## config.mk

```make
export PLATFORM = sky130hd
export DESIGN_NAME = uint_to_ascii_radix
export DESIGN_NICKNAME = d
export VERILOG_FILES = /design/src/hw/rtl/u2a_pkg.sv /design/src/hw/rtl/uint_to_ascii_radix.sv /design/src/hw/rtl/u2a_datapath.sv /design/src/hw/rtl/u2a_ctrl.sv
export SDC_FILE = /design/constraint.sdc
export NUM_CORES = 1
export LEC_CHECK = 0
export ABC_AREA = 1
export ABC_CLOCK_PERIOD_IN_PS = 5500
export BUFFER_PORTS_ARGS = -buffer_cell sky130_fd_sc_hd__buf_4
export CORE_UTILIZATION = 62
export DETAILED_ROUTE_END_ITERATION = 10
export PLACE_DENSITY_LB_ADDON = 0.3
export SYNTH_ARGS = -nofsm -noshare
export SYNTH_HDL_FRONTEND = slang
export SYNTH_SLANG_ARGS = --single-unit
```

## constraint.sdc

```tcl
create_clock -name clock -period 5.5 [get_ports clock]
set_input_delay 0.275 -clock clock [delete_from_list [all_inputs] [get_ports clock]]
set_output_delay 0.275 -clock clock [all_outputs]
set_load 0.02 [all_outputs]
```

## src/hw/rtl/u2a_pkg.sv

```systemverilog
// shared types, constants and functions for the unsigned integer to ascii converter
`timescale 1ns / 1ps

package u2a_pkg;

   localparam int VALUE_WIDTH = 64;

   // digit counts per radix, enough for any value of VALUE_WIDTH bits
   localparam int BIN_DIGITS = VALUE_WIDTH;
   localparam int OCT_DIGITS = (VALUE_WIDTH + 2) / 3;
   localparam int HEX_DIGITS = (VALUE_WIDTH + 3) / 4;
   localparam int DEC_DIGITS = (VALUE_WIDTH + 2) / 3;

   // digit register holds bcd digits or left-aligned binary groups
   localparam int DIGIT_WIDTH = 4 * DEC_DIGITS;
   localparam int BIN_SHIFT = DIGIT_WIDTH - BIN_DIGITS;
   localparam int OCT_SHIFT = DIGIT_WIDTH - 3 * OCT_DIGITS;
   localparam int HEX_SHIFT = DIGIT_WIDTH - 4 * HEX_DIGITS;

   localparam int CNT_WIDTH = $clog2(VALUE_WIDTH + 1);

   localparam logic [1:0] RADIX_BIN = 2'd0;
   localparam logic [1:0] RADIX_OCT = 2'd1;
   localparam logic [1:0] RADIX_DEC = 2'd2;
   localparam logic [1:0] RADIX_HEX = 2'd3;

   localparam logic [6:0] ASCII_ZERO = 7'd48;
   localparam logic [6:0] ASCII_UPPER_A = 7'd65;

   typedef struct packed {
      logic [63:0] value;
      logic [1:0]  radix_select;
   } req_type;

   typedef struct packed {
      logic [6:0] digit_char;
      logic       last_digit;
   } rsp_type;

   typedef struct packed {
      logic load;
      logic dabble;
      logic shift;
   } cmd_type;

   typedef struct packed {
      logic top_zero;
      logic cnt_one;
      logic dabble_done;
   } status_type;

   function automatic logic [6:0] digit_to_ascii(input logic [3:0] digit);
      logic [6:0] code;
      if (digit < 4'd10) begin
         code = ASCII_ZERO + 7'(digit);
      end else begin
         code = ASCII_UPPER_A + 7'(digit - 4'd10);
      end
      return code;
   endfunction

endpackage

```

## src/hw/rtl/uint_to_ascii_radix.sv

```systemverilog
// top level of the unsigned integer to ascii converter, base 2, 8, 10 or 16
`timescale 1ns / 1ps

// usage
// req channel: one transaction carries a 64-bit unsigned value and a radix
// select (0 binary, 1 octal, 2 decimal, 3 hexadecimal). req_ready is high only
// while the block is idle, so one value is converted at a time.
// rsp channel: one transaction per ascii digit, most significant first,
// uppercase hex letters, no leading zeros; zero gives a single '0'. the last
// digit of a number carries last_digit.
// sequence: the load, then for decimal 64 double dabble steps in the convert
// state, otherwise none. leading zero digits are then dropped one per cycle
// (up to 63 in binary), then rsp_valid is raised and digits go out one per
// cycle while rsp_ready is high. req_ready returns in the cycle after the
// last digit is taken.
// reset returns the block to idle with no rsp pending; the digit, value and radix registers are not reset.
// when the receiver stalls the current digit simply holds on rsp_payload.

module uint_to_ascii_radix (
   input  logic             clock,
   input  logic             reset,
   input  logic             req_valid,
   output logic             req_ready,
   input  u2a_pkg::req_type req_payload,
   output logic             rsp_valid,
   input  logic             rsp_ready,
   output u2a_pkg::rsp_type rsp_payload
);
   import u2a_pkg::*;

   cmd_type    cmd;
   status_type status;

   u2a_ctrl u_ctrl (
      .clock     (clock),
      .reset     (reset),
      .req_valid (req_valid),
      .req_ready (req_ready),
      .rsp_valid (rsp_valid),
      .rsp_ready (rsp_ready),
      .status    (status),
      .cmd       (cmd)
   );

   u2a_datapath u_datapath (
      .clock       (clock),
      .reset       (reset),
      .req_payload (req_payload),
      .cmd         (cmd),
      .status      (status),
      .rsp_payload (rsp_payload)
   );

endmodule

```

## src/hw/rtl/u2a_datapath.sv

```systemverilog
// datapath: digit register, double dabble step, digit shift and counters
`timescale 1ns / 1ps

module u2a_datapath (
   input  logic                clock,
   input  logic                reset,
   input  u2a_pkg::req_type    req_payload,
   input  u2a_pkg::cmd_type    cmd,
   output u2a_pkg::status_type status,
   output u2a_pkg::rsp_type    rsp_payload
);
   import u2a_pkg::*;

   logic [1:0]             radix_ff, radix_in;
   logic [DIGIT_WIDTH-1:0] digits_ff, digits_in;
   logic [VALUE_WIDTH-1:0] value_ff, value_in;
   logic [CNT_WIDTH-1:0]   cnt_ff, cnt_in;
   logic [CNT_WIDTH-1:0]   step_ff, step_in;

   logic [VALUE_WIDTH-1:0] req_value;
   logic [DIGIT_WIDTH-1:0] value_ext;
   logic [DIGIT_WIDTH-1:0] adjusted;
   logic [3:0]             top_digit;

   assign req_value = req_payload.value[VALUE_WIDTH-1:0];
   assign value_ext = DIGIT_WIDTH'(req_value);

   // add 3 to every bcd digit of five or more before the shift
   always_comb begin
      for (int i = 0; i < DEC_DIGITS; i++) begin
         if (digits_ff[4*i +: 4] >= 4'd5) begin
            adjusted[4*i +: 4] = digits_ff[4*i +: 4] + 4'd3;
         end else begin
            adjusted[4*i +: 4] = digits_ff[4*i +: 4];
         end
      end
   end

   always_comb begin
      case (radix_ff)
         RADIX_BIN: top_digit = {3'b000, digits_ff[DIGIT_WIDTH-1]};
         RADIX_OCT: top_digit = {1'b0, digits_ff[DIGIT_WIDTH-1 -: 3]};
         default:   top_digit = digits_ff[DIGIT_WIDTH-1 -: 4];
      endcase
   end

   always_comb begin
      radix_in  = radix_ff;
      digits_in = digits_ff;
      value_in  = value_ff;
      cnt_in    = cnt_ff;
      step_in   = step_ff;
      if (cmd.load) begin
         radix_in = req_payload.radix_select;
         value_in = req_value;
         step_in  = '0;
         case (req_payload.radix_select)
            RADIX_BIN: begin
               digits_in = value_ext << BIN_SHIFT;
               cnt_in    = CNT_WIDTH'(BIN_DIGITS);
            end
            RADIX_OCT: begin
               digits_in = value_ext << OCT_SHIFT;
               cnt_in    = CNT_WIDTH'(OCT_DIGITS);
            end
            RADIX_DEC: begin
               digits_in = '0;
               cnt_in    = CNT_WIDTH'(DEC_DIGITS);
               step_in   = CNT_WIDTH'(VALUE_WIDTH);
            end
            default: begin
               digits_in = value_ext << HEX_SHIFT;
               cnt_in    = CNT_WIDTH'(HEX_DIGITS);
            end
         endcase
      end else if (cmd.dabble) begin
         digits_in = {adjusted[DIGIT_WIDTH-2:0], value_ff[VALUE_WIDTH-1]};
         value_in  = value_ff << 1;
         step_in   = step_ff - CNT_WIDTH'(1);
      end else if (cmd.shift) begin
         cnt_in = cnt_ff - CNT_WIDTH'(1);
         case (radix_ff)
            RADIX_BIN: digits_in = digits_ff << 1;
            RADIX_OCT: digits_in = digits_ff << 3;
            default:   digits_in = digits_ff << 4;
         endcase
      end
   end

   always_ff @(posedge clock) begin
      if (reset) begin
         step_ff <= '0;
         cnt_ff  <= '0;
      end else begin
         step_ff <= step_in;
         cnt_ff  <= cnt_in;
      end
      radix_ff  <= radix_in;
      digits_ff <= digits_in;
      value_ff  <= value_in;
   end

   assign status.top_zero    = (top_digit == 4'd0);
   assign status.cnt_one     = (cnt_ff == CNT_WIDTH'(1));
   assign status.dabble_done = (step_ff == '0);

   assign rsp_payload.digit_char = digit_to_ascii(top_digit);
   assign rsp_payload.last_digit = status.cnt_one;

endmodule

```

## src/hw/rtl/u2a_ctrl.sv

```systemverilog
// controller: sequences load, decimal conversion, zero skip and digit output
`timescale 1ns / 1ps

module u2a_ctrl (
   input  logic                clock,
   input  logic                reset,
   input  logic                req_valid,
   output logic                req_ready,
   output logic                rsp_valid,
   input  logic                rsp_ready,
   input  u2a_pkg::status_type status,
   output u2a_pkg::cmd_type    cmd
);
   import u2a_pkg::*;

   typedef enum logic [1:0] {
      ST_IDLE,
      ST_CONVERT,
      ST_SKIP,
      ST_EMIT
   } state_type;

   state_type state_ff, state_in;
   logic      req_ready_ff, rsp_valid_ff;

   always_comb begin
      state_in   = state_ff;
      cmd.load   = 1'b0;
      cmd.dabble = 1'b0;
      cmd.shift  = 1'b0;
      case (state_ff)
         ST_IDLE: begin
            if (req_valid) begin
               cmd.load = 1'b1;
               state_in = ST_CONVERT;
            end
         end
         ST_CONVERT: begin
            // only decimal loads a non-zero step count
            if (status.dabble_done) begin
               state_in = ST_SKIP;
            end else begin
               cmd.dabble = 1'b1;
            end
         end
         ST_SKIP: begin
            // drop leading zeros but always keep one digit
            if (status.top_zero && !status.cnt_one) begin
               cmd.shift = 1'b1;
            end else begin
               state_in = ST_EMIT;
            end
         end
         ST_EMIT: begin
            if (rsp_ready) begin
               if (status.cnt_one) begin
                  state_in = ST_IDLE;
               end else begin
                  cmd.shift = 1'b1;
               end
            end
         end
         default: begin
            state_in = ST_IDLE;
         end
      endcase
   end

   always_ff @(posedge clock) begin
      if (reset) begin
         state_ff     <= ST_IDLE;
         req_ready_ff <= 1'b1;
         rsp_valid_ff <= 1'b0;
      end else begin
         state_ff     <= state_in;
         req_ready_ff <= (state_in == ST_IDLE);
         rsp_valid_ff <= (state_in == ST_EMIT);
      end
   end

   assign req_ready = req_ready_ff;
   assign rsp_valid = rsp_valid_ff;

endmodule

```

**Word-level counts from Yosys, hierarchy flattened**

Index checks and enable logic that the tools add are counted.

- Register bits: 172
- Bits in latches: 0
- RAM bits: 0
- Bits in read-only memories: 0
- Input port bits: 70
- Output and inout bits: 10
- Word-level logic and storage cells: 132
- Memories kept: 0

- $add $sub $neg: 27
- Multiply operators: 0
- Div/mod/pow operators: 0
- Order comparisons: 23
- Eq/ne operators: 9
- Shifts and indexed selects: 0
- Muxes and demuxes: 52
- Bitwise gates (word level): 0
- Reductions and logical operators: 13

Operator list:

| kind | count |
|---|---|
| one-hot mux 88 bit (2 select lines) | 2 |
| 2-to-1 mux 88 bit | 3 |
| 2-to-1 mux 64 bit | 2 |
| greater-or-equal comparator 4 x 3 -> 1 bit (second input constant) | 22 |
| adder 4 x 2 -> 4 bit (second input constant) | 21 |
| 2-to-1 mux 4 bit | 21 |
| 2-to-1 mux 7 bit | 7 |
| one-hot mux 7 bit (2 select lines) | 1 |
| subtractor 7 x 1 -> 7 bit (second input constant) | 2 |
| 2-to-1 mux 2 bit | 5 |
| equality test 2 bit (second input constant) | 4 |
| logical NOT 2 bit | 4 |
| one-hot mux 2 bit (4 select lines) | 1 |
| one-hot mux 4 bit (2 select lines) | 1 |
| adder 6 x 4 -> 7 bit (first input constant) | 1 |
| adder 7 bit (first input constant) | 1 |
| equality test 7 x 1 -> 1 bit (second input constant) | 1 |
| logical NOT 7 bit | 1 |
| 2-to-1 mux 1 bit | 7 |
| equality test 2 x 1 -> 1 bit (second input constant) | 3 |
| subtractor 4 x 4 -> 5 bit (second input constant) | 1 |
| logical NOT 4 bit | 1 |
| less-than comparator 4 bit (second input constant) | 1 |
| nonzero test 2 bit | 2 |
| other kinds (9) | 9 |

**Depth between registers and ports, before layout**

Gate-level depths: netlist (run 1).

- Word-level depth: 9
- Depth in mapped cells: 12
- Gate-level depth less buffers: 11

**Hierarchy**

A second synthesis (run 1) with hierarchy kept.

- Cells, all modules: 1465
- Area total of the unflattened synthesis: 11532.3 µm²

Modules (own cells, without submodules):

| module | times used | cells an instance | area an instance (µm²) | seq. area each (µm²) |
|---|---|---|---|---|
| u2a_datapath | 1 | 1435 | 11340.9 | 4904.7 |
| u2a_ctrl | 1 | 30 | 191.4 | 80.1 |

**Worst setup path after synthesis (run 1)**

OpenSTA, ideal clock, no wires.

- Path kind: reg-to-reg
- Start: register u_datapath.radix_ff[1]
- End: register u_datapath.digits_ff[0], enable pin
- Library setup time: 1.070 ns
- Data arrival time: 3.397 ns
- Required time: 4.430 ns
- Path slack: 1.033 ns
- Cell stages (with the launch flop): 11
- Path buffers: 1
- Clock period less this slack: 4.467 ns
- Path through: edfxtp_1 -> inv_2 -> nand2_2 -> clkbuf_1 -> o22ai_1 -> inv_1 -> ha_1 -> nand2_1 -> nor2_2 -> nand3_4 -> nand3_1

- Word-level cells in the longest chain between the ends: 7
- Elaborated cells between the ends (all ways): 8
- Classes of those cells: eq/ne (1); mux (3); reduce/logical (4)

Ends and longest elaborated chain:

| what | line | text |
|---|---|---|
| start, declared | u2a_datapath.sv:14 | `logic [1:0] radix_ff, radix_in;` |
| start signal, assigned | u2a_datapath.sv:98 | `radix_ff <= radix_in;` |
| equality test 2 x 1 -> 1 bit / logical NOT 2 bit (equally long branches) | u2a_datapath.sv:40 | `case (radix_ff)` |
| one-hot mux 4 bit (2 select lines) * | u2a_datapath.sv:40 |  |
| logical NOT 4 bit * | u2a_datapath.sv:103 | `assign status.top_zero = (top_digit == 4'd0);` |
| logical AND 1 bit * | u2a_ctrl.sv:48 | `if (status.top_zero && !status.cnt_one) begin` |
| 2-to-1 mux 1 bit * | u2a_ctrl.sv:48 |  |
| one-hot mux 1 bit (2 select lines) * | u2a_ctrl.sv:31 | `case (state_ff)` |
| nonzero test 3 bit (no source line) * | -- |  |
| end signal, assigned | u2a_datapath.sv:99 | `digits_ff <= digits_in;` |
| end, declared | u2a_datapath.sv:15 | `logic [DIGIT_WIDTH-1:0] digits_ff, digits_in;` |

Mark *: on every way between the ends. The rest lies on a longest branch, timed or not.
A chain may end at the register's enable or synchronous reset.

==> results.sh, run 1 <==
export IMPL_ant_nets=0
export IMPL_grt_pass1_wl_mm=52.6
export IMPL_yosysUniqueCellTypes=36
export IMPL_hold_viol_final=0
export IMPL_cts_htree_levels=4
export IMPL_setup_ws_ns=1.81
export IMPL_nNetsFinal=1735
export IMPL_cts_sinks=172
export IMPL_final_seq_area_mm2=0.00498
export IMPL_crit_buf_inv=6
export IMPL_ys_seq_elements=172
export IMPL_rsz0062_at_grt="false"
export IMPL_dpl_hpwl_mm=20.9
export IMPL_syn_nets=1713
export IMPL_area_growth_pct=9.64
export IMPL_path_clk_slew_ns=0.07
export IMPL_rows=51
export IMPL_crit_arrival_ns=3.41
export IMPL_clockBufferDepth=2
export IMPL_fillers=1622
export IMPL_start_util_pct=63.1
export IMPL_finalSetupViolCount=0
export IMPL_vias=11500
export IMPL_required_ns=5.22
export IMPL_cts_root_buf="clkbuf_16"
export IMPL_crit_chain="inv_2 -> buf_4 -> nand3_1 -> nand2_1 -> inv_1 -> ha_1 -> inv_1 -> ha_1 -> inv_1 -> a21oi_1 -> o21ai_0 -> o21ai_0 -> buf_4"
export IMPL_viasPerCell=6.08
export IMPL_syn_area_per_cell_um2=7.71
export IMPL_portBuffers=79
export IMPL_wl_per_cell_um=17.2
export IMPL_status="finished clean"
export IMPL_firstDrtPassIters=6
export IMPL_dp_cells=1855
export IMPL_r2r_slack_ns=2.14
export IMPL_period_share_pct=67.1
export IMPL_slew_headroom_pct=26.1
export IMPL_finalClockSkew_ns=0.0117
export IMPL_cp_start_kind="register"
export IMPL_whs_ns=0.0323
export IMPL_crit_path_end_kind="output port"
export IMPL_hp_class="in -> reg"
export IMPL_worst_pin_slew_ns=1.11
export IMPL_criticalPathCategory="reg -> out"
export IMPL_ys_warn_count=0
export IMPL_numCtsBuffers=17
export IMPL_r2r_start="u_datapath.radix_ff[1]"
export IMPL_crit_family="buffers and inverters"
export IMPL_grt_max_degree=86
export IMPL_maxCapViolCount=0
export IMPL_p_total_mw=8.59
export IMPL_cpMaxStageDelayCell="buf_4"
export IMPL_drc=0
export IMPL_fp_dieW_um=142
export IMPL_drv_slew=0
export IMPL_holdBufCountCts=0
export IMPL_timing_hold_worst_start="req_payload[1]"
export IMPL_drt_initial_drc_count=1658
export IMPL_grt_total_usage_pct=33.0
export IMPL_final_layout_size_suffix_gt1_share_pct=10.8
export IMPL_cts_resized=0
export IMPL_netlist_instances=1587
export IMPL_core_mm2=0.0194
export IMPL_power_ir_vdd_worst_v=0.000587
export IMPL_period_minus_slack_ns=3.69
export IMPL_syn_cell_area_mm2=0.0122
export IMPL_tns_ns=0
export IMPL_place_worst_setup_slack_ns=2.20
export IMPL_p_leak_nw=5.75
export IMPL_clk_latency_ns=0.44
export IMPL_final_common_cell="nand2_1"
export IMPL_power_density_mw_per_mm2=640
export IMPL_final_cell_mix="nand2_1, nor2_1, edfxtp_1, inv_1, o21ai_0"
export IMPL_reg2regPathDepth=8
export IMPL_hold_end="u_datapath.radix_ff[1]"
export IMPL_post_cts_buffers=0
export IMPL_grt_antenna_before_repair=0
export IMPL_crit_fanout=80
export IMPL_gp_congestion=0.902
export IMPL_fmax_mhz=271
export IMPL_cpPeakStageDelay_ns=0.68
export IMPL_dieArea_mm2=0.0203
export IMPL_final_cells=1887
export IMPL_pin_count=80
export IMPL_cts_tree="yes"
export IMPL_r2r_end="u_datapath.digits_ff[17]"
export IMPL_drt_wl_total_mm=32.5
export IMPL_antenna_cells=0
export IMPL_hold_depth=1
export IMPL_seq_area_frac_synth_pct=40.7
export IMPL_multiInputGateArea_mm2=0.00623
export IMPL_cpMostUsedCell="inv_1"
export IMPL_gr_total_overflow=0
export IMPL_grt_pass1_vias=10700
export IMPL_die_y_um=142
[sequential cells by signal, indices dropped and copies added, names as in the netlist]
| register | count |
|---|---|
| u_datapath.step_ff | 7 |
| u_datapath.radix_ff | 2 |
| u_datapath.value_ff | 64 |
| u_ctrl.rsp_valid | 1 |
| u_datapath.cnt_ff | 7 |
| u_datapath.digits_ff | 88 |
| u_ctrl.state_ff | 2 |
| u_ctrl.req_ready | 1 |
[metrics by stage]
stage                     instance area (um^2)  util (%)
final                                    13400      69.1
after global routing                     13400      69.1
after detailed placement                 12800      66.1
after CTS                                13400      69.1
after floorplan                          12200         -
after global placement                   12800      66.1
[where the power goes]
group | internal, mW | switching [mW] | total, mW
registers | 2.51 | 0.437 | 2.94
clock network | 0.687 | 0.575 | 1.26
logic | 1.43 | 2.95 | 4.38
[worst max path at each step]
stage          depth (start not counted)                       end                    from  slack [ns]
3_5_place_dp                           8  u_datapath.digits_ff[10]  u_datapath.radix_ff[1]        2.20
4_1_cts                               13            rsp_payload[3]  u_datapath.radix_ff[1]        1.87
2_1_floorplan                         10   u_datapath.digits_ff[0]  u_datapath.radix_ff[1]        1.03
3_3_place_gp                           8  u_datapath.digits_ff[16]  u_datapath.radix_ff[1]        2.28
5_1_grt                               13            rsp_payload[3]  u_datapath.radix_ff[1]        1.60
6_report                              13            rsp_payload[3]  u_datapath.radix_ff[1]        1.81
[synth_stat cells]
master | number | area share [%]
nor2_1 | 159 | 4.9
o21ai_1 | 25 | 1.0
nor2_8 | 1 | 0.16
nor2_2 | 7 | 0.36
inv_1 | 149 | 4.6
a21oi_1 | 63 | 2.6
o211ai_1 | 61 | 3.7
buf_6 | 5 | 0.46
o21ai_0 | 135 | 5.5
xor2_1 | 32 | 2.3
nand3_4 | 2 | 0.29
nand4_2 | 1 | 0.10
a31oi_1 | 4 | 0.20
nand3_1 | 125 | 5.1
inv_4 | 1 | 0.051
buf_8 | 1 | 0.12
inv_2 | 7 | 0.21
nand2_4 | 2 | 0.18
o21bai_1 | 1 | 0.061
nand2_2 | 4 | 0.20
buf_4 | 8 | 0.49
dfxtp_1 | 18 | 2.9
ha_1 | 56 | 5.7
nand2_1 | 351 | 11
buf_2 | 39 | 1.6
clkbuf_1 | 30 | 0.92
nand3b_1 | 2 | 0.12
nor3_1 | 1 | 0.041
mux2i_1 | 4 | 0.33
nor2_4 | 2 | 0.18
buf_1 | 4 | 0.12
o22ai_1 | 86 | 4.4
or2_2 | 23 | 1.2
xnor2_1 | 1 | 0.072
nand4_1 | 23 | 1.2
edfxtp_1 | 154 | 38
[layout make-up]
| class | instances | share of cell area, % |
|---|---|---|
| flip-flops and latches | 172 | 37.2 |
| multi-input cells | 1171 | 46.5 |
| well taps | 265 | 2.47 |
| clock inverters | 15 | 1.30 |
| clock buffers | 17 | 3.17 |
| repair buffers | 90 | 5.04 |
| inverters | 157 | 4.41 |
[kinds of logic (layout without fill, tap and decap cells)]
group / after synthesis / after routing / share of synthesized area (%)
xor gates and xnor gates: 33 / 33 / 2.36
AOI/OAI and AO/OA: 375 / 375 / 17.5
and+or+nand+nor: 703 / 703 / 24.8
buffers and inverters: 244 / 279 / 8.55
adders and majority gates: 56 / 56 / 5.73
DFF: 172 / 172 / 40.7
muxes: 4 / 4 / 0.327
[routing by layer]
metal,part of all wire (%),vias up,GRT usage [%]
met2,45,615,51.0
met4,3.4,0,15.3
met3,8.8,82,5.48
met5,0,-,0
met1,43,5286,45.5
li1,-,5497,-
(Power assumes the default switching activity.)
==> run 2: changes to the inputs <==
--- a/config.mk
+++ b/config.mk
@@ -6,7 +6,7 @@
 export NUM_CORES = 1
 export LEC_CHECK = 0
 export ABC_AREA = 1
-export ABC_CLOCK_PERIOD_IN_PS = 5500
+export ABC_CLOCK_PERIOD_IN_PS = 3700
 export BUFFER_PORTS_ARGS = -buffer_cell sky130_fd_sc_hd__buf_4
 export CORE_UTILIZATION = 62
 export DETAILED_ROUTE_END_ITERATION = 10
==> constraint.sdc (replaced) <==
create_clock -name clock -period 3.7 [get_ports clock]
set_input_delay 0.185 -clock clock [delete_from_list [all_inputs] [get_ports clock]]
set_output_delay 0.185 -clock clock [all_outputs]
set_load 0.02 [all_outputs]
==> results.sh, run 2 (synthesis results as in run 1) <==
export IMPL_status="finished clean"
export IMPL_dpl_hpwl_mm=22.0
export IMPL_start_util_pct=63.1
export IMPL_drt_wl_total_mm=32.9
export IMPL_fillers=1549
export IMPL_worst_pin_slew_ns=1.03
export IMPL_p_int_mw=6.90
export IMPL_fmax_mhz=339
export IMPL_largestRegisters="u_datapath.digits_ff x88, u_datapath.value_ff x64"
export IMPL_vias=11600
export IMPL_cts_resized=0
export IMPL_swShare_pct=45.9
export IMPL_period_share_pct=79.8
export IMPL_drv_slew=0
export IMPL_final_cell_mix="nand2_1, nor2_1, edfxtp_1, inv_1, o21ai_0"
export IMPL_finalSetupViolCount=0
export IMPL_cts_sinks=172
export IMPL_fin_area_mm2=0.0135
export IMPL_firstDrtPassIters=6
export IMPL_drt_initial_drc_count=1377
export IMPL_drc=0
export IMPL_hold_viol_final=0
export IMPL_crit_arrival_ns=3.24
export IMPL_slew_headroom_pct=31.1
export IMPL_final_layout_size_suffix_gt1_share_pct=10.9
export IMPL_ant_nets=0
export IMPL_crit_chain="inv_1 -> ha_1 -> nand4_2 -> nand2_4 -> nand2_4 -> inv_2 -> o21ai_0 -> nand3_1"
export IMPL_place_area_mm2=0.0129
export IMPL_top_register="u_datapath.digits_ff"
export IMPL_p_seq_share_pct=34.3
export IMPL_wl_per_cell_um=17.4
export IMPL_portBuffers=79
export IMPL_hold_depth=2
export IMPL_nNetsFinal=1743
export IMPL_crit_fanout=60
export IMPL_maxCapViolCount=0
export IMPL_cpMaxStageDelayCell="inv_2"
export IMPL_cts_root_buf="clkbuf_16"
export IMPL_switchingPower_mw=5.85
export IMPL_rows=51
export IMPL_cts_tree="yes"
export IMPL_antenna_cells=0
export IMPL_required_ns=3.99
export IMPL_criticalPathCategory="reg -> reg"
export IMPL_grt_antenna_before_repair=0
export IMPL_power_density_mw_per_mm2=946
export IMPL_die_y_um=142
export IMPL_p_comb_share_pct=51.6
export IMPL_final_common_cell="nand2_1"
export IMPL_core_mm2=0.0194
export IMPL_p_leak_nw=5.77
export IMPL_crit_path_end_kind="register"
export IMPL_pin_count=80
export IMPL_p_clk_share_pct=14.1
export IMPL_grt_pass1_vias=10800
export IMPL_gp_congestion=0.887
export IMPL_fp_dieW_um=142
export IMPL_grt_max_degree=86
export IMPL_whs_ns=0.0284
export IMPL_crit_buf_inv=2
export IMPL_gr_total_overflow=0
export IMPL_cp_depth=8
export IMPL_hp_class="in -> reg"
export IMPL_cp_start_kind="register"
export IMPL_reg2regPathDepth=8
export IMPL_crit_family="simple AND/OR/NAND/NOR gates"
export IMPL_largest_reg_flops=88
export IMPL_clockBufferDepth=2
export IMPL_finalClockSkew_ns=0.0117
export IMPL_period_minus_slack_ns=2.95
export IMPL_area_growth_pct=10.2
export IMPL_cts_htree_levels=4
export IMPL_numCtsBuffers=17
export IMPL_cpMostUsedCell="nand2_4"
export IMPL_cpPeakStageDelay_ns=0.88
export IMPL_grt_pass1_wl_mm=53.3
export IMPL_rsz0062_at_grt="false"
export IMPL_p_total_mw=12.7
export IMPL_grt_total_usage_pct=33.5
export IMPL_power_ir_vdd_worst_v=0.000508
export IMPL_tns_ns=0
export IMPL_clk_latency_ns=0.44
export IMPL_viasPerCell=6.11
export IMPL_path_clk_slew_ns=0.07
export IMPL_dieArea_mm2=0.0203
==> run 2: final timing paths <==
check,from,endpoint,slack [ns]
max,u_datapath.step_ff[0],u_datapath.digits_ff[72],0.75
min,reset,u_datapath.cnt_ff[5],0.03
max reg2reg,u_datapath.step_ff[0],u_datapath.digits_ff[72],0.75
min reg2reg,u_datapath.step_ff[1],u_datapath.step_ff[1],0.49
==> run 2: per-layer routing <==
layer	wire, um	up-vias	GRT usage, %
met5	0	-	0
met4	635	0	10.9
met3	3250	77	6.63
met2	14700	657	51.5
met1	14300	5319	47.3
li1	-	5523	-
==> run 2: cell type report <==
type | instances | area (um^2) | area share [%]
Timing Repair Buffer | 98 | 766 | 5.68
Multi-Input combinational cell | 1171 | 6230 | 46.2
Sequential cell | 172 | 4980 | 37.0
Clock inverter | 13 | 143 | 1.06
Inverter | 157 | 592 | 4.39
Tap cell | 265 | 332 | 2.46
Clock buffer | 18 | 429 | 3.18
==> run 2: through the flow <==
stage / cells / setup slack [ns] / util (%)
floorplan: 1587 / 0.361 / -
global placement: 1861 / 0.928 / 66.4
detailed placement: 1861 / 0.832 / 66.4
CTS: 1894 / 0.780 / 69.5
global route: 1894 / 0.533 / 69.5
finish: 1894 / 0.746 / 69.5
==> run 2: power by group through the flow <==
stage	clock (mW)	combinational [mW]	sequential (mW)
final	1.79	6.58	4.38
after global routing	1.87	7.41	4.48
after CTS	1.79	6.47	4.35
after detailed placement	0	6.40	4.38
after global placement	0	6.16	4.35
after floorplan	0	4.99	4.23
==> run 2: worst reg2reg max path: stages, from the launching register on <==
cell and delay (ns):
dfxtp_1 0.33, inv_1 0.09, ha_1 0.16, nand4_2 0.16
nand2_4 0.31, nand2_4 0.36, inv_2 0.89, o21ai_0 0.35
nand3_1 0.16
==> run 2: repair_timing <==
action,4_1_cts,5_1_grt
hold buffers,2,0
endpoints found under the hold margin,2,0
setup buffers,0,0
==> run 3: changes to the inputs <==
--- a/config.mk
+++ b/config.mk
@@ -6,7 +6,7 @@
 export NUM_CORES = 1
 export LEC_CHECK = 0
 export ABC_AREA = 1
-export ABC_CLOCK_PERIOD_IN_PS = 3700
+export ABC_CLOCK_PERIOD_IN_PS = 3000
 export BUFFER_PORTS_ARGS = -buffer_cell sky130_fd_sc_hd__buf_4
 export CORE_UTILIZATION = 62
 export DETAILED_ROUTE_END_ITERATION = 10
==> constraint.sdc (replaced) <==
create_clock -name clock -period 3 [get_ports clock]
set_input_delay 0.15 -clock clock [delete_from_list [all_inputs] [get_ports clock]]
set_output_delay 0.15 -clock clock [all_outputs]
set_load 0.02 [all_outputs]
==> results.sh, run 3 (synthesis results as in run 1) <==
export IMPL_rows=51
export IMPL_r2r_start="u_datapath.radix_ff[1]"
export IMPL_fmax_mhz=357
export IMPL_hold_depth=3
export IMPL_dpl_hpwl_mm=21.9
export IMPL_cp_start_kind="register"
export IMPL_largest_reg_flops=88
export IMPL_gp_congestion=0.893
export IMPL_hold_end="u_datapath.value_ff[62]"
export IMPL_grt_total_usage_pct=33.3
export IMPL_hp_class="in -> reg"
export IMPL_numCtsBuffers=17
export IMPL_ant_nets=0
export IMPL_rsz0062_at_grt="false"
export IMPL_reg2regPathDepth=10
export IMPL_vias=11800
export IMPL_period_share_pct=93.3
export IMPL_cpPeakStageDelay_ns=0.52
export IMPL_required_ns=3.13
export IMPL_top_register="u_datapath.digits_ff"
export IMPL_start_util_pct=63.1
export IMPL_place_worst_setup_slack_ns=0.315
export IMPL_path_clk_slew_ns=0.07
export IMPL_crit_buf_inv=2
export IMPL_final_cells=1908
export IMPL_grt_pass1_vias=10700
export IMPL_cpMaxStageDelayCell="edfxtp_1"
export IMPL_status="finished clean"
export IMPL_final_cell_mix="nand2_1, nor2_1, edfxtp_1, inv_1, o21ai_0"
export IMPL_fin_area_mm2=0.0137
export IMPL_drt_wl_total_mm=33.5
export IMPL_power_density_mw_per_mm2=1170
export IMPL_crit_arrival_ns=2.93
export IMPL_finalClockSkew_ns=0.0109
export IMPL_final_layout_size_suffix_gt1_share_pct=11.8
export IMPL_crit_family="simple AND/OR/NAND/NOR gates"
export IMPL_grt_max_degree=104
export IMPL_cts_root_buf="clkbuf_16"
export IMPL_finalSetupViolCount=0
export IMPL_largestRegisters="u_datapath.digits_ff x88, u_datapath.value_ff x64"
export IMPL_final_common_cell="nand2_1"
export IMPL_firstDrtPassIters=6
export IMPL_p_leak_nw=5.88
export IMPL_core_mm2=0.0194
export IMPL_criticalPathCategory="reg -> reg"
export IMPL_power_ir_vdd_worst_v=0.000548
export IMPL_clockBufferDepth=2
export IMPL_antenna_cells=0
export IMPL_setup_ws_ns=0.202
export IMPL_cts_sinks=172
export IMPL_r2r_end="u_datapath.digits_ff[12]"
export IMPL_viasPerCell=6.18
export IMPL_hold_viol_final=0
export IMPL_maxCapViolCount=0
export IMPL_grt_pass1_wl_mm=53.3
export IMPL_r2r_slack_ns=0.20
export IMPL_crit_path_end_kind="register"
export IMPL_clk_latency_ns=0.44
export IMPL_die_y_um=142
export IMPL_fp_dieW_um=142
export IMPL_pin_count=80
export IMPL_area_growth_pct=11.6
export IMPL_dp_cells=1866
export IMPL_portBuffers=79
export IMPL_crit_chain="buf_4 -> nor2_4 -> nand2_1 -> nand3_1 -> ha_1 -> nand2_1 -> nor2_2 -> nand3_4 -> nand3_4 -> buf_4"
export IMPL_drv_slew=0
export IMPL_worst_pin_slew_ns=0.957
export IMPL_drt_initial_drc_count=1581
export IMPL_slew_headroom_pct=36.2
export IMPL_wl_per_cell_um=17.6
export IMPL_grt_antenna_before_repair=0
export IMPL_timing_hold_worst_start="req_payload[64]"
export IMPL_cts_tree="yes"
export IMPL_place_area_mm2=0.0130
export IMPL_tns_ns=0
export IMPL_period_minus_slack_ns=2.80
export IMPL_gr_total_overflow=0
export IMPL_drc=0
export IMPL_dieArea_mm2=0.0203
export IMPL_crit_fanout=28
export IMPL_nNetsFinal=1756
export IMPL_cts_htree_levels=4
==> run 3: cell count changes in the layout (fill, tap and decap cells not counted), moves of 2 or more <==
cell / before / now
buf_12: 2 / 6
inv_8: 0 / 2
inv_6: 3 / 8
clkinvlp_4: 4 / 1
buf_4: 94 / 101
==> run 3: worst max path at each step <==
stage,start,end,slack [ns],cells past startpoint
after floorplan,u_datapath.radix_ff[1],u_datapath.digits_ff[0],0.37,10
after global placement,u_datapath.radix_ff[1],rsp_payload[3],0.42,13
after detailed placement,u_datapath.radix_ff[1],rsp_payload[3],0.31,13
after CTS,u_datapath.radix_ff[1],rsp_payload[3],0.06,13
after global routing,u_datapath.radix_ff[1],rsp_payload[3],0.003,13
final,u_datapath.radix_ff[1],u_datapath.digits_ff[12],0.20,10
==> run 3: layout make-up <==
type	instances	area [um^2]
Clock buffer	17	425
Clock inverter	15	149
Fill cell	1578	5750
Inverter	157	594
Multi-Input combinational cell	1171	6230
Sequential cell	172	4980
Tap cell	265	332
Timing Repair Buffer	111	933
==> run 3: power by group <==
group	switching [mW]	leakage (nW)	total (mW)	internal, mW
clock network	1.05	0.284	2.23	1.18
registers	0.817	1.65	5.40	4.59
logic	5.51	3.94	8.34	2.83
==> run 3: what timing repair did <==
action,CTS,global route
endpoints found under the hold margin,11,0
cloned,0,1
hold buffers,3,0
endpoints found under the setup margin,5,3
pin swaps,0,0
buffers inserted,0,6
resized for setup,3,2
==> run 3: metal layers <==
metal  vias to the layer above  global-route usage [%]  routed length (um)
met5                         -                       0                   0
met4                         0                    12.5                 791
met3                        76                    4.98                3440
met2                       716                    50.4               15200
met1                      5450                    48.1               14000
li1                       5542                       -                   -
==> run 3: worst reg2reg max path: stages (launching register included) <==
cell      delay, ns
edfxtp_1       0.52
buf_4          0.21
nor2_4         0.11
nand2_1        0.06
nand3_1        0.20
ha_1           0.21
nand2_1        0.06
nor2_2         0.23
nand3_4        0.18
nand3_4        0.41
buf_4          0.31
==> run 3: through the flow <==
stage	util, %	power [mW]	hold WS (ns)
after global routing	70.4	17.2	0.0175
after global placement	66.8	13.1	0.378
after CTS	70.0	15.7	0.00286
after detailed placement	66.8	13.4	0.375
final	70.4	16.0	0.0140
after floorplan	-	11.4	0.219
